`src/rtl/rmvs_pkg.sv`:
```
package rmvs_pkg;

    localparam int SAMPLE_BITS    = 24;
    localparam int COUNT_BITS     = 16;
    localparam int MEAN_FRAC_BITS = 16;

    // Mean and sample difference in Q.MEAN_FRAC_BITS.
    localparam int MEAN_W   = SAMPLE_BITS + MEAN_FRAC_BITS;
    localparam int TOTAL_W  = 40;
    localparam int M2_W     = 64;
    localparam int M2_FRAC  = 8;
    localparam int VAR_W    = 54;
    localparam int SD_W     = 27;

    // The shared adder works on the widest operand, which is M2.
    localparam int ALU_W    = M2_W;
    localparam int PROD_W   = 2 * MEAN_W;
    localparam int M2_SHIFT = 2 * MEAN_FRAC_BITS - M2_FRAC;
    localparam int REM_W    = COUNT_BITS;
    localparam int ITER_W   = $clog2(ALU_W + 1);

    localparam int VAR_MIN_COUNT = 2;

    localparam int RES_BITS = COUNT_BITS + MEAN_W + VAR_W + SD_W + 2 * SAMPLE_BITS
                              + TOTAL_W + 1;
    localparam int M_TDATA_W = ((RES_BITS + 7) / 8) * 8;
    localparam int S_TDATA_W = ((SAMPLE_BITS + 7) / 8) * 8;

    typedef struct packed {
        logic [ALU_W-1:0] a;
        logic [ALU_W-1:0] b;
        logic             sub;
    } alu_req_t;

    typedef struct packed {
        logic                   clear;
        logic [SAMPLE_BITS-1:0] sample;
    } stats_req_t;

    typedef struct packed {
        logic                   overflow;
        logic [TOTAL_W-1:0]     total_us;
        logic [SAMPLE_BITS-1:0] max_us;
        logic [SAMPLE_BITS-1:0] min_us;
        logic [SD_W-1:0]        std_dev_q4;
        logic [VAR_W-1:0]       variance_q8;
        logic [MEAN_W-1:0]      mean_q16;
        logic [COUNT_BITS-1:0]  sample_count;
    } stats_result_t;

endpackage

```
`src/rtl/rmvs_alu.sv`:
```
module rmvs_alu (
    input  rmvs_pkg::alu_req_t         req,
    output logic [rmvs_pkg::ALU_W:0]   y
);

    logic [rmvs_pkg::ALU_W-1:0] b_op;

    // On subtract the top bit is the carry, which is set when a >= b.
    assign b_op = req.sub ? ~req.b : req.b;
    assign y    = {1'b0, req.a} + {1'b0, b_op}
                  + {{rmvs_pkg::ALU_W{1'b0}}, req.sub};

endmodule

```
`src/rtl/rmvs_engine.sv`:
```
module rmvs_engine (
    input  logic                    aclk,
    input  logic                    aresetn,
    input  logic                    start,
    input  rmvs_pkg::stats_req_t    req,
    output logic                    in_ready,
    output logic                    res_valid,
    input  logic                    res_take,
    output rmvs_pkg::stats_result_t res
);

    typedef enum logic [13:0] {
        ST_IDLE       = 14'b00000000000001,
        ST_DELTA_SIGN = 14'b00000000000010,
        ST_DELTA_MAG  = 14'b00000000000100,
        ST_STEP_DIV   = 14'b00000000001000,
        ST_MEAN       = 14'b00000000010000,
        ST_D2         = 14'b00000000100000,
        ST_MUL        = 14'b00000001000000,
        ST_M2         = 14'b00000010000000,
        ST_COMMIT     = 14'b00000100000000,
        ST_VAR_INIT   = 14'b00001000000000,
        ST_VAR_DIV    = 14'b00010000000000,
        ST_SQRT_INIT  = 14'b00100000000000,
        ST_SQRT       = 14'b01000000000000,
        ST_DONE       = 14'b10000000000000
    } state_t;

    localparam logic [rmvs_pkg::ITER_W-1:0] STEP_ITERS =
        rmvs_pkg::ITER_W'(rmvs_pkg::MEAN_W);
    localparam logic [rmvs_pkg::ITER_W-1:0] MUL_ITERS =
        rmvs_pkg::ITER_W'(rmvs_pkg::MEAN_W);
    localparam logic [rmvs_pkg::ITER_W-1:0] VAR_ITERS =
        rmvs_pkg::ITER_W'(rmvs_pkg::ALU_W);
    localparam logic [rmvs_pkg::ITER_W-1:0] SQRT_ITERS =
        rmvs_pkg::ITER_W'(rmvs_pkg::ALU_W / 2);
    localparam logic [rmvs_pkg::ITER_W-1:0] ITER_LAST = rmvs_pkg::ITER_W'(1);
    localparam logic [rmvs_pkg::ALU_W-1:0] SQRT_BIT0 =
        rmvs_pkg::ALU_W'(1) << (rmvs_pkg::ALU_W - 2);
    localparam logic [rmvs_pkg::COUNT_BITS-1:0] COUNT_MAX =
        {rmvs_pkg::COUNT_BITS{1'b1}};
    localparam logic [rmvs_pkg::COUNT_BITS-1:0] COUNT_ONE =
        rmvs_pkg::COUNT_BITS'(1);
    localparam logic [rmvs_pkg::COUNT_BITS-1:0] COUNT_VAR_MIN =
        rmvs_pkg::COUNT_BITS'(rmvs_pkg::VAR_MIN_COUNT);

    state_t state_reg, state_next;

    logic [rmvs_pkg::COUNT_BITS-1:0]  count_reg, count_next;
    logic [rmvs_pkg::MEAN_W-1:0]      mean_reg, mean_next;
    logic [rmvs_pkg::M2_W-1:0]        m2_reg, m2_next;
    logic [rmvs_pkg::SAMPLE_BITS-1:0] min_reg, min_next;
    logic [rmvs_pkg::SAMPLE_BITS-1:0] max_reg, max_next;
    logic [rmvs_pkg::TOTAL_W-1:0]     total_reg, total_next;

    logic [rmvs_pkg::SAMPLE_BITS-1:0] x_reg, x_next;
    logic                             ovf_reg, ovf_next;
    logic                             neg_reg, neg_next;
    logic [rmvs_pkg::COUNT_BITS-1:0]  n_reg, n_next;
    logic [rmvs_pkg::MEAN_W-1:0]      dmag_reg, dmag_next;
    logic [rmvs_pkg::MEAN_W-1:0]      nmean_reg, nmean_next;
    logic [rmvs_pkg::ALU_W-1:0]       acc_reg, acc_next;
    logic [rmvs_pkg::REM_W-1:0]       rem_reg, rem_next;
    logic [rmvs_pkg::PROD_W-1:0]      prod_reg, prod_next;
    logic [rmvs_pkg::ALU_W-1:0]       var_reg, var_next;
    logic [rmvs_pkg::ALU_W-1:0]       root_reg, root_next;
    logic [rmvs_pkg::ALU_W-1:0]       bit_reg, bit_next;
    logic [rmvs_pkg::ITER_W-1:0]      iter_reg, iter_next;

    rmvs_pkg::alu_req_t           alu_req;
    logic [rmvs_pkg::ALU_W:0]     alu_y;
    logic                         alu_carry;
    logic [rmvs_pkg::MEAN_W-1:0]  xq;
    logic [rmvs_pkg::REM_W:0]     trial;
    logic [rmvs_pkg::REM_W-1:0]   den;

    rmvs_alu u_alu (
        .req (alu_req),
        .y   (alu_y)
    );

    assign alu_carry = alu_y[rmvs_pkg::ALU_W];
    assign xq        = {x_reg, {rmvs_pkg::MEAN_FRAC_BITS{1'b0}}};
    assign trial     = {rem_reg, acc_reg[rmvs_pkg::ALU_W-1]};
    assign den       = (state_reg == ST_VAR_DIV) ? count_reg : n_reg;

    always_comb begin
        state_next = state_reg;
        count_next = count_reg;
        mean_next  = mean_reg;
        m2_next    = m2_reg;
        min_next   = min_reg;
        max_next   = max_reg;
        total_next = total_reg;
        x_next     = x_reg;
        ovf_next   = ovf_reg;
        neg_next   = neg_reg;
        n_next     = n_reg;
        dmag_next  = dmag_reg;
        nmean_next = nmean_reg;
        acc_next   = acc_reg;
        rem_next   = rem_reg;
        prod_next  = prod_reg;
        var_next   = var_reg;
        root_next  = root_reg;
        bit_next   = bit_reg;
        iter_next  = iter_reg;
        alu_req.a   = '0;
        alu_req.b   = '0;
        alu_req.sub = 1'b0;

        case (state_reg)
            ST_IDLE: begin
                if (start) begin
                    x_next = req.sample;
                    if (req.clear) begin
                        count_next = '0;
                        mean_next  = '0;
                        m2_next    = '0;
                        min_next   = '0;
                        max_next   = '0;
                        total_next = '0;
                        ovf_next   = 1'b0;
                        state_next = ST_VAR_INIT;
                    end else if (count_reg == COUNT_MAX) begin
                        ovf_next   = 1'b1;
                        state_next = ST_VAR_INIT;
                    end else begin
                        ovf_next   = 1'b0;
                        n_next     = count_reg + COUNT_ONE;
                        state_next = ST_DELTA_SIGN;
                    end
                end
            end
            ST_DELTA_SIGN: begin
                alu_req.a   = rmvs_pkg::ALU_W'(xq);
                alu_req.b   = rmvs_pkg::ALU_W'(mean_reg);
                alu_req.sub = 1'b1;
                neg_next    = !alu_carry;
                state_next  = ST_DELTA_MAG;
            end
            ST_DELTA_MAG: begin
                alu_req.a   = rmvs_pkg::ALU_W'(neg_reg ? mean_reg : xq);
                alu_req.b   = rmvs_pkg::ALU_W'(neg_reg ? xq : mean_reg);
                alu_req.sub = 1'b1;
                dmag_next   = alu_y[rmvs_pkg::MEAN_W-1:0];
                // Dividend sits in the top bits so the quotient lands in the low bits.
                acc_next    = {alu_y[rmvs_pkg::MEAN_W-1:0],
                               {(rmvs_pkg::ALU_W - rmvs_pkg::MEAN_W){1'b0}}};
                rem_next    = '0;
                iter_next   = STEP_ITERS;
                state_next  = ST_STEP_DIV;
            end
            ST_STEP_DIV, ST_VAR_DIV: begin
                alu_req.a   = rmvs_pkg::ALU_W'(trial);
                alu_req.b   = rmvs_pkg::ALU_W'(den);
                alu_req.sub = 1'b1;
                rem_next    = alu_carry ? alu_y[rmvs_pkg::REM_W-1:0]
                                        : trial[rmvs_pkg::REM_W-1:0];
                acc_next    = {acc_reg[rmvs_pkg::ALU_W-2:0], alu_carry};
                iter_next   = iter_reg - ITER_LAST;
                if (iter_reg == ITER_LAST) begin
                    state_next = (state_reg == ST_STEP_DIV) ? ST_MEAN : ST_SQRT_INIT;
                end
            end
            ST_MEAN: begin
                alu_req.a   = rmvs_pkg::ALU_W'(mean_reg);
                alu_req.b   = rmvs_pkg::ALU_W'(acc_reg[rmvs_pkg::MEAN_W-1:0]);
                alu_req.sub = neg_reg;
                nmean_next  = alu_y[rmvs_pkg::MEAN_W-1:0];
                state_next  = ST_D2;
            end
            ST_D2: begin
                alu_req.a   = rmvs_pkg::ALU_W'(neg_reg ? nmean_reg : xq);
                alu_req.b   = rmvs_pkg::ALU_W'(neg_reg ? xq : nmean_reg);
                alu_req.sub = 1'b1;
                prod_next   = {{rmvs_pkg::MEAN_W{1'b0}}, alu_y[rmvs_pkg::MEAN_W-1:0]};
                iter_next   = MUL_ITERS;
                state_next  = ST_MUL;
            end
            ST_MUL: begin
                alu_req.a = rmvs_pkg::ALU_W'(prod_reg[rmvs_pkg::PROD_W-1:rmvs_pkg::MEAN_W]);
                alu_req.b = rmvs_pkg::ALU_W'(dmag_reg);
                if (prod_reg[0]) begin
                    prod_next = {alu_y[rmvs_pkg::MEAN_W:0],
                                 prod_reg[rmvs_pkg::MEAN_W-1:1]};
                end else begin
                    prod_next = {1'b0, prod_reg[rmvs_pkg::PROD_W-1:1]};
                end
                iter_next = iter_reg - ITER_LAST;
                if (iter_reg == ITER_LAST) begin
                    state_next = ST_M2;
                end
            end
            ST_M2: begin
                alu_req.a = m2_reg;
                alu_req.b = rmvs_pkg::ALU_W'(prod_reg[rmvs_pkg::PROD_W-1:rmvs_pkg::M2_SHIFT]);
                // A carry out of M2 rejects the sample and leaves all statistics as they were.
                if (alu_carry) begin
                    ovf_next   = 1'b1;
                    state_next = ST_VAR_INIT;
                end else begin
                    m2_next    = alu_y[rmvs_pkg::ALU_W-1:0];
                    state_next = ST_COMMIT;
                end
            end
            ST_COMMIT: begin
                alu_req.a  = rmvs_pkg::ALU_W'(total_reg);
                alu_req.b  = rmvs_pkg::ALU_W'(x_reg);
                total_next = alu_y[rmvs_pkg::TOTAL_W-1:0];
                mean_next  = nmean_reg;
                count_next = n_reg;
                if (n_reg == COUNT_ONE) begin
                    min_next = x_reg;
                    max_next = x_reg;
                end else begin
                    if (x_reg < min_reg) begin
                        min_next = x_reg;
                    end
                    if (x_reg > max_reg) begin
                        max_next = x_reg;
                    end
                end
                state_next = ST_VAR_INIT;
            end
            ST_VAR_INIT: begin
                if (count_reg < COUNT_VAR_MIN) begin
                    var_next   = '0;
                    root_next  = '0;
                    state_next = ST_DONE;
                end else begin
                    acc_next   = m2_reg;
                    rem_next   = '0;
                    iter_next  = VAR_ITERS;
                    state_next = ST_VAR_DIV;
                end
            end
            ST_SQRT_INIT: begin
                var_next   = acc_reg;
                root_next  = '0;
                bit_next   = SQRT_BIT0;
                iter_next  = SQRT_ITERS;
                state_next = ST_SQRT;
            end
            ST_SQRT: begin
                // The trial bit never overlaps the partial root, so OR stands for the add.
                alu_req.a   = acc_reg;
                alu_req.b   = root_reg | bit_reg;
                alu_req.sub = 1'b1;
                if (alu_carry) begin
                    acc_next  = alu_y[rmvs_pkg::ALU_W-1:0];
                    root_next = (root_reg >> 1) | bit_reg;
                end else begin
                    root_next = root_reg >> 1;
                end
                bit_next  = bit_reg >> 2;
                iter_next = iter_reg - ITER_LAST;
                if (iter_reg == ITER_LAST) begin
                    state_next = ST_DONE;
                end
            end
            ST_DONE: begin
                if (res_take) begin
                    state_next = ST_IDLE;
                end
            end
            default: begin
                state_next = ST_IDLE;
            end
        endcase
    end

    always_ff @(posedge aclk) begin
        if (!aresetn) begin
            state_reg <= ST_IDLE;
            count_reg <= '0;
            mean_reg  <= '0;
            m2_reg    <= '0;
            min_reg   <= '0;
            max_reg   <= '0;
            total_reg <= '0;
        end else begin
            state_reg <= state_next;
            count_reg <= count_next;
            mean_reg  <= mean_next;
            m2_reg    <= m2_next;
            min_reg   <= min_next;
            max_reg   <= max_next;
            total_reg <= total_next;
        end
    end

    always_ff @(posedge aclk) begin
        x_reg     <= x_next;
        ovf_reg   <= ovf_next;
        neg_reg   <= neg_next;
        n_reg     <= n_next;
        dmag_reg  <= dmag_next;
        nmean_reg <= nmean_next;
        acc_reg   <= acc_next;
        rem_reg   <= rem_next;
        prod_reg  <= prod_next;
        var_reg   <= var_next;
        root_reg  <= root_next;
        bit_reg   <= bit_next;
        iter_reg  <= iter_next;
    end

    assign in_ready  = (state_reg == ST_IDLE);
    assign res_valid = (state_reg == ST_DONE);

    always_comb begin
        res.sample_count = count_reg;
        res.mean_q16     = mean_reg;
        res.min_us       = min_reg;
        res.max_us       = max_reg;
        res.total_us     = total_reg;
        res.overflow     = ovf_reg;
        if (var_reg[rmvs_pkg::ALU_W-1:rmvs_pkg::VAR_W] != '0) begin
            res.variance_q8 = {rmvs_pkg::VAR_W{1'b1}};
        end else begin
            res.variance_q8 = var_reg[rmvs_pkg::VAR_W-1:0];
        end
        if (root_reg[rmvs_pkg::ALU_W-1:rmvs_pkg::SD_W] != '0) begin
            res.std_dev_q4 = {rmvs_pkg::SD_W{1'b1}};
        end else begin
            res.std_dev_q4 = root_reg[rmvs_pkg::SD_W-1:0];
        end
    end

    a_rem_below_divisor: assert property (@(posedge aclk) disable iff (!aresetn)
        (state_reg == ST_STEP_DIV || state_reg == ST_VAR_DIV) |-> (rem_reg < den))
        else $error("division remainder reached the divisor");

    a_step_within_delta: assert property (@(posedge aclk) disable iff (!aresetn)
        (state_reg == ST_MEAN) |-> (acc_reg[rmvs_pkg::MEAN_W-1:0] <= dmag_reg))
        else $error("mean step larger than the sample difference");

    a_commit_order: assert property (@(posedge aclk) disable iff (!aresetn)
        (state_reg == ST_COMMIT) |=> (min_reg <= max_reg && count_reg != '0))
        else $error("committed sample left min above max or an empty count");

    a_sqrt_bit_onehot: assert property (@(posedge aclk) disable iff (!aresetn)
        (state_reg == ST_SQRT) |-> $onehot(bit_reg))
        else $error("square root trial bit is not one-hot");

    a_clear_zeroes: assert property (@(posedge aclk) disable iff (!aresetn)
        (state_reg == ST_IDLE && start && req.clear) |=>
        (count_reg == '0 && m2_reg == '0 && total_reg == '0))
        else $error("clear request left statistics behind");

endmodule

```
`src/rtl/running_mean_variance_stats.sv`:
```
// Each request is worked serially on the one shared 64-bit adder: an added sample runs the
// mean divide, multiply and M2 add, and the variance divide and square root follow once the
// count is at least two; a clear and a rejected full-count sample skip the mean and M2 steps.
// Requests are taken one at a time; s_tready returns in the cycle after the result moves to
// the output register, which may still be waiting on m_tready.
// Reset: synchronous active-low aresetn zeroes every statistic and empties the output register.
module running_mean_variance_stats (
    input  logic                               aclk,
    input  logic                               aresetn,
    input  logic                               s_tvalid,
    output logic                               s_tready,
    // sample_us [23:0]
    input  logic [rmvs_pkg::S_TDATA_W-1:0]     s_tdata,
    // req_type [0]
    input  logic                               s_tuser,
    output logic                               m_tvalid,
    input  logic                               m_tready,
    // sample_count [15:0], mean_q16 [55:16], variance_q8 [109:56], std_dev_q4 [136:110],
    // min_us [160:137], max_us [184:161], total_us [224:185], overflow [225], zeros above
    output logic [rmvs_pkg::M_TDATA_W-1:0]     m_tdata
);

    logic                          m_tvalid_reg, m_tvalid_next;
    logic [rmvs_pkg::M_TDATA_W-1:0] m_tdata_reg, m_tdata_next;

    rmvs_pkg::stats_req_t    req;
    rmvs_pkg::stats_result_t res;
    logic                    eng_ready;
    logic                    res_valid;
    logic                    res_take;

    assign req.clear  = s_tuser;
    assign req.sample = s_tdata[rmvs_pkg::SAMPLE_BITS-1:0];
    assign s_tready   = eng_ready;

    rmvs_engine u_engine (
        .aclk      (aclk),
        .aresetn   (aresetn),
        .start     (s_tvalid),
        .req       (req),
        .in_ready  (eng_ready),
        .res_valid (res_valid),
        .res_take  (res_take),
        .res       (res)
    );

    // The engine hands over its result as soon as the output register is free.
    assign res_take = res_valid && (!m_tvalid_reg || m_tready);

    always_comb begin
        m_tvalid_next = m_tvalid_reg;
        m_tdata_next  = m_tdata_reg;
        if (res_take) begin
            m_tvalid_next = 1'b1;
            m_tdata_next  = rmvs_pkg::M_TDATA_W'(res);
        end else if (m_tready) begin
            m_tvalid_next = 1'b0;
        end
    end

    always_ff @(posedge aclk) begin
        if (!aresetn) begin
            m_tvalid_reg <= 1'b0;
        end else begin
            m_tvalid_reg <= m_tvalid_next;
        end
    end

    always_ff @(posedge aclk) begin
        m_tdata_reg <= m_tdata_next;
    end

    assign m_tvalid = m_tvalid_reg;
    assign m_tdata  = m_tdata_reg;

endmodule

```
`config.mk`:
```
export PLATFORM = sky130hd
export DESIGN_NAME = running_mean_variance_stats
export DESIGN_NICKNAME = d
export VERILOG_FILES = /design/src/rtl/rmvs_pkg.sv /design/src/rtl/rmvs_alu.sv /design/src/rtl/rmvs_engine.sv /design/src/rtl/running_mean_variance_stats.sv
export SDC_FILE = /design/constraint.sdc
export NUM_CORES = 2
export LEC_CHECK = 0
export BUFFER_PORTS_ARGS = -buffer_cell sky130_fd_sc_hd__buf_2
export CORE_UTILIZATION = 30
export DETAILED_ROUTE_END_ITERATION = 8
export PLACE_DENSITY = 0.43
export SLEW_MARGIN = 20
export SYNTH_ARGS = -nofsm -noshare
export SYNTH_HDL_FRONTEND = slang
export SYNTH_HIERARCHICAL = 1
export SYNTH_SLANG_ARGS = --single-unit
```
`constraint.sdc`:
```
create_clock -name aclk -period 15.7 [get_ports aclk]
set_clock_uncertainty 0.1 [all_clocks]
set_input_delay 3.14 -clock aclk [delete_from_list [all_inputs] [get_ports aclk]]
set_output_delay 3.14 -clock aclk [all_outputs]
set_load 0.1 [all_outputs]
```
==> summary.md <==
| Metric | Value |
|---|---|
| Outcome | `finished, final reports clean` |
| Post-CTS setup buffers | `0` |
| RSZ-0062 raised after global routing | `no` |
| Initial DRC Count | `roughly 4,400` |
| Met2 wire len | `between 80,000 and 90,000 microns` |
| Post-Synth Simple-Gate Area | `0.1496` |
| Synth Area in Compound Gates | `0.1714` |
| Mux cell area share after synthesis | `0.01600` |
| Post-layout min period | `9304 ps` |
| Routed met3 length | `about 16,000 microns` |
| Vias in the first global route | `33,140` |
| Top_reg_cell synth | `edfxtp_1` |
| Clock Latency Late Sink | `between 700 and 800 ps` |
| Cell row count | `between 100 and 150` |
| Top layer in use | `met5` |
| Synth area leader | `edfxtp_1` |
| Post-Syn Area | `approximately 44,000 sq um` |
| Die Y | `roughly 380 microns` |
| Drt wl/cell | `between 30 and 40 microns` |
| Most common cell in the synthesized netlist | `edfxtp_1` |
| Die W | `~380 microns` |
| Overall Global Routing Usage | `0.2533` |
| PwrDens | `between 100 and 150 nW/um^2` |
| Final wirelength | `around 190,000 microns` |
| Max-cap violations | `0` |
| Final setup fails | `0` |
| Worst Path Arrival | `between 9000 and 10,000 ps` |
| Seq/Total Area, Yosys | `0.5650` |
| Reg power frac | `0.471` |
| WL met1 | `around 85,000 microns` |
| Routed vias | `around 35,000` |
| Layout Nets | `around 4,300` |
| Clock buffer depth | `3` |
| Pwr Total | `about 5.5 mW` |
| Area growth syn-to-layout | `17.08%` |
| Drc violations | `0` |
| Max FFs per register | `around 230` |
| Layout cells sized above 1 | `0.1614` |
| Final WS setup | `around 6400 ps` |
| Placer Congestion | `between 0.9 and 1` |
| Post-placement cell count | `about 6,000` |
| IO buf count | `256` |
| Fin cells | `6,159` |
| P_int | `around 4.2 mW` |
| Synth top area cells | `edfxtp_1, dfxtp_1, a22oi_1, nand2_1, ha_1` |
| Starting Density | `0.3032` |
| Min-Delay Path Class | `register to register` |
| Clock root cell | `clkbuf_16` |
| Largest family of logic cells by synthesized area | `compound AO/OA/AOI/OAI gates` |
| P_leak | `18.57 nW` |
| Crit Path Max Fanout | `between 60 and 70` |
| Pre-antenna DRT Iters | `8` |
| Largest net degree at the start of global routing | `about 150` |
| Total gr overflow | `0` |
| Synth Register Bits | `897` |
| Net switching power | `1.321 mW` |
| Filler cells | `14,420` |
| Vias per Instance | `5.684` |
| CTS tree | `yes` |
| Full die area | `roughly 150,000 sq um` |
| Synth Area in Adders | `0.03451` |
| H-Tree Level Count | `3` |
| Worst-margin pin slew | `1244 ps` |
| EDFF count, synth | `674` |
| Hold-fix buffers at CTS | `0` |
| Netlist cell types | `86` |
| Hold slack | `around 360 ps` |
| Max Freq | `between 0.1 and 0.15 GHz` |
| Fin. Hold Viols | `0` |
| Setup_tns | `0 ps` |
| Clock power share | `0.474` |
| Worst Setup End Kind | `register` |
| Startpoint type of the worst setup path | `register` |
| Mapped Avg Cell Area | `11.03 sq um` |
| First-pass GRT wire length | `approximately 270,000 microns` |
| Period utilization | `0.5926` |
| Peak VDD IR | `0.00007933 V` |
| Power share of the combinational group | `0.054` |
| I/O pins | `~260` |
| CTS sink count | `between 800 and 900` |
| Final HPWL DP | `~130,000 microns` |
| XOR/XNOR Fraction of Synth Area | `0.02945` |
| Synth top area share | `0.4629` |
| Sw frac | `0.2408` |
| Critical path class | `register to register` |
| CTS Buf Count | `roughly 100` |
| Antenna violations before repair | `11` |
| Core area | `144,200 sq um` |
| Antenna viol nets, final | `0` |
| Share of synthesized registers carrying an async set or reset | `0` |
| Synth warn | `6` |
| Clk pin slew, worst setup/hold paths | `approximately 60 ps` |
| Critical Path RT | `16,250 ps` |
| Pre-CTS setup slack | `6527 ps` |
| Worst slew margin | `0.1668` |
| Post-Syn Instances | `between 3,000 and 4,000` |
| Post-cts sizing count | `0` |
| Synth cell count leaders | `edfxtp_1, nand2_1, a22oi_1` |
| Slew Limit Fails | `0` |
## routing by layer
layer / track usage / up-vias
met3: 0.04737 / 336
met5: 0 / -
met4: 0.09466 / 10
li1: - / 15180
met2: 0.3752 / 1791
met1: 0.3641 / 17690
## through the flow
step / area, sq um / utilization
final: 51190 / 0.3550
after detailed placement: 47530 / 0.3297
after CTS: 51180 / 0.3550
after global placement: 47490 / 0.3294
after global routing: 51180 / 0.3550
after floorplan: 43740 / -
## final cells by class
cell class | count | area (sq um) | share of cell area
diodes | 5 | 12.51 | 0.0002444
multi-input cells | 2714 | 18000 | 0.3517
inverters | 75 | 281.5 | 0.005500
well taps | 1903 | 2381 | 0.04651
clock buffers | 155 | 3080 | 0.06018
clock inverters | 43 | 563.0 | 0.01100
flip-flops and latches | 897 | 24700 | 0.4826
repair buffers | 367 | 2162 | 0.04224
## kinds of logic after synthesis
kind of cell / Yosys count
and+or+nand+nor: 1325
AOI/OAI and AO/OA: 1046
DFF: 897
buffers and inverters: 357
xor gates and xnor gates: 147
adders and majority gates: 120
muxes: 69
other: 2
## worst max-delay path: stages, from the launching register on
cell and delay [ps]:
dfxtp_1 420, nor3_1 380, and2_1 680, and3_2 870, buf_4 560, a222oi_1 170, inv_1 110, a221oi_1 50
nand3_1 160, xor2_1 220, inv_1 90, fa_1 450, nor2b_1 190, o311ai_1 180, a211o_1 380, a31o_2 250
a211oi_2 370, o21ai_1 300, o21ai_1 330, a21o_1 160, nand2_1 110, o21ai_4 500, buf_4 570, nor2_1 170
a41oi_4 190, buf_4 720, nand2_1 140, a21boi_0 200
## placed cells by master, fill, tap and decap left out, types with 13 or more instances in the layout
cell and instances:
nor2_1 227, a22oi_1 290, a21oi_1 180, a22o_1 113, clkbuf_1 28, nand2_1 442, nor4_1 25, nor2b_1 117
and2_1 137, o211ai_1 19, nor3_1 25, buf_4 109, a21o_1 39, xor2_1 83, edfxtp_1 674, and3_1 13
o21ai_0 104, a221oi_1 36, buf_2 255, xnor2_2 18, nand4_1 34, a222oi_1 48, dfxtp_1 223, clkbuf_8 18
nand2b_1 41, mux2i_1 62, o21bai_1 18, xnor2_1 35, or2_2 64, inv_1 74, o21ai_1 27, nand3_1 133
ha_1 119, clkbuf_16 109, a21boi_0 66
## power groups by stage
stage,combinational [mW],sequential (mW),clock [mW]
after floorplan,0.145,2.63,0
after global placement,0.296,2.64,0
after detailed placement,0.296,2.64,0
after CTS,0.297,2.59,2.66
after global routing,0.313,2.59,2.75
final,0.299,2.59,2.60
## final timing paths
kind	start	endpoint	slack [ps]	depth (start not counted)
setup / recovery	u_engine/state_reg[8]	u_engine/m2_reg[35]	6400	27
hold / removal	u_engine/ovf_reg	m_tdata[225]	360	0
setup reg to reg	u_engine/state_reg[8]	u_engine/m2_reg[35]	6400	27
hold reg to reg	u_engine/ovf_reg	m_tdata[225]	360	0
No activity file was read; power rests on OpenSTA's default activity.
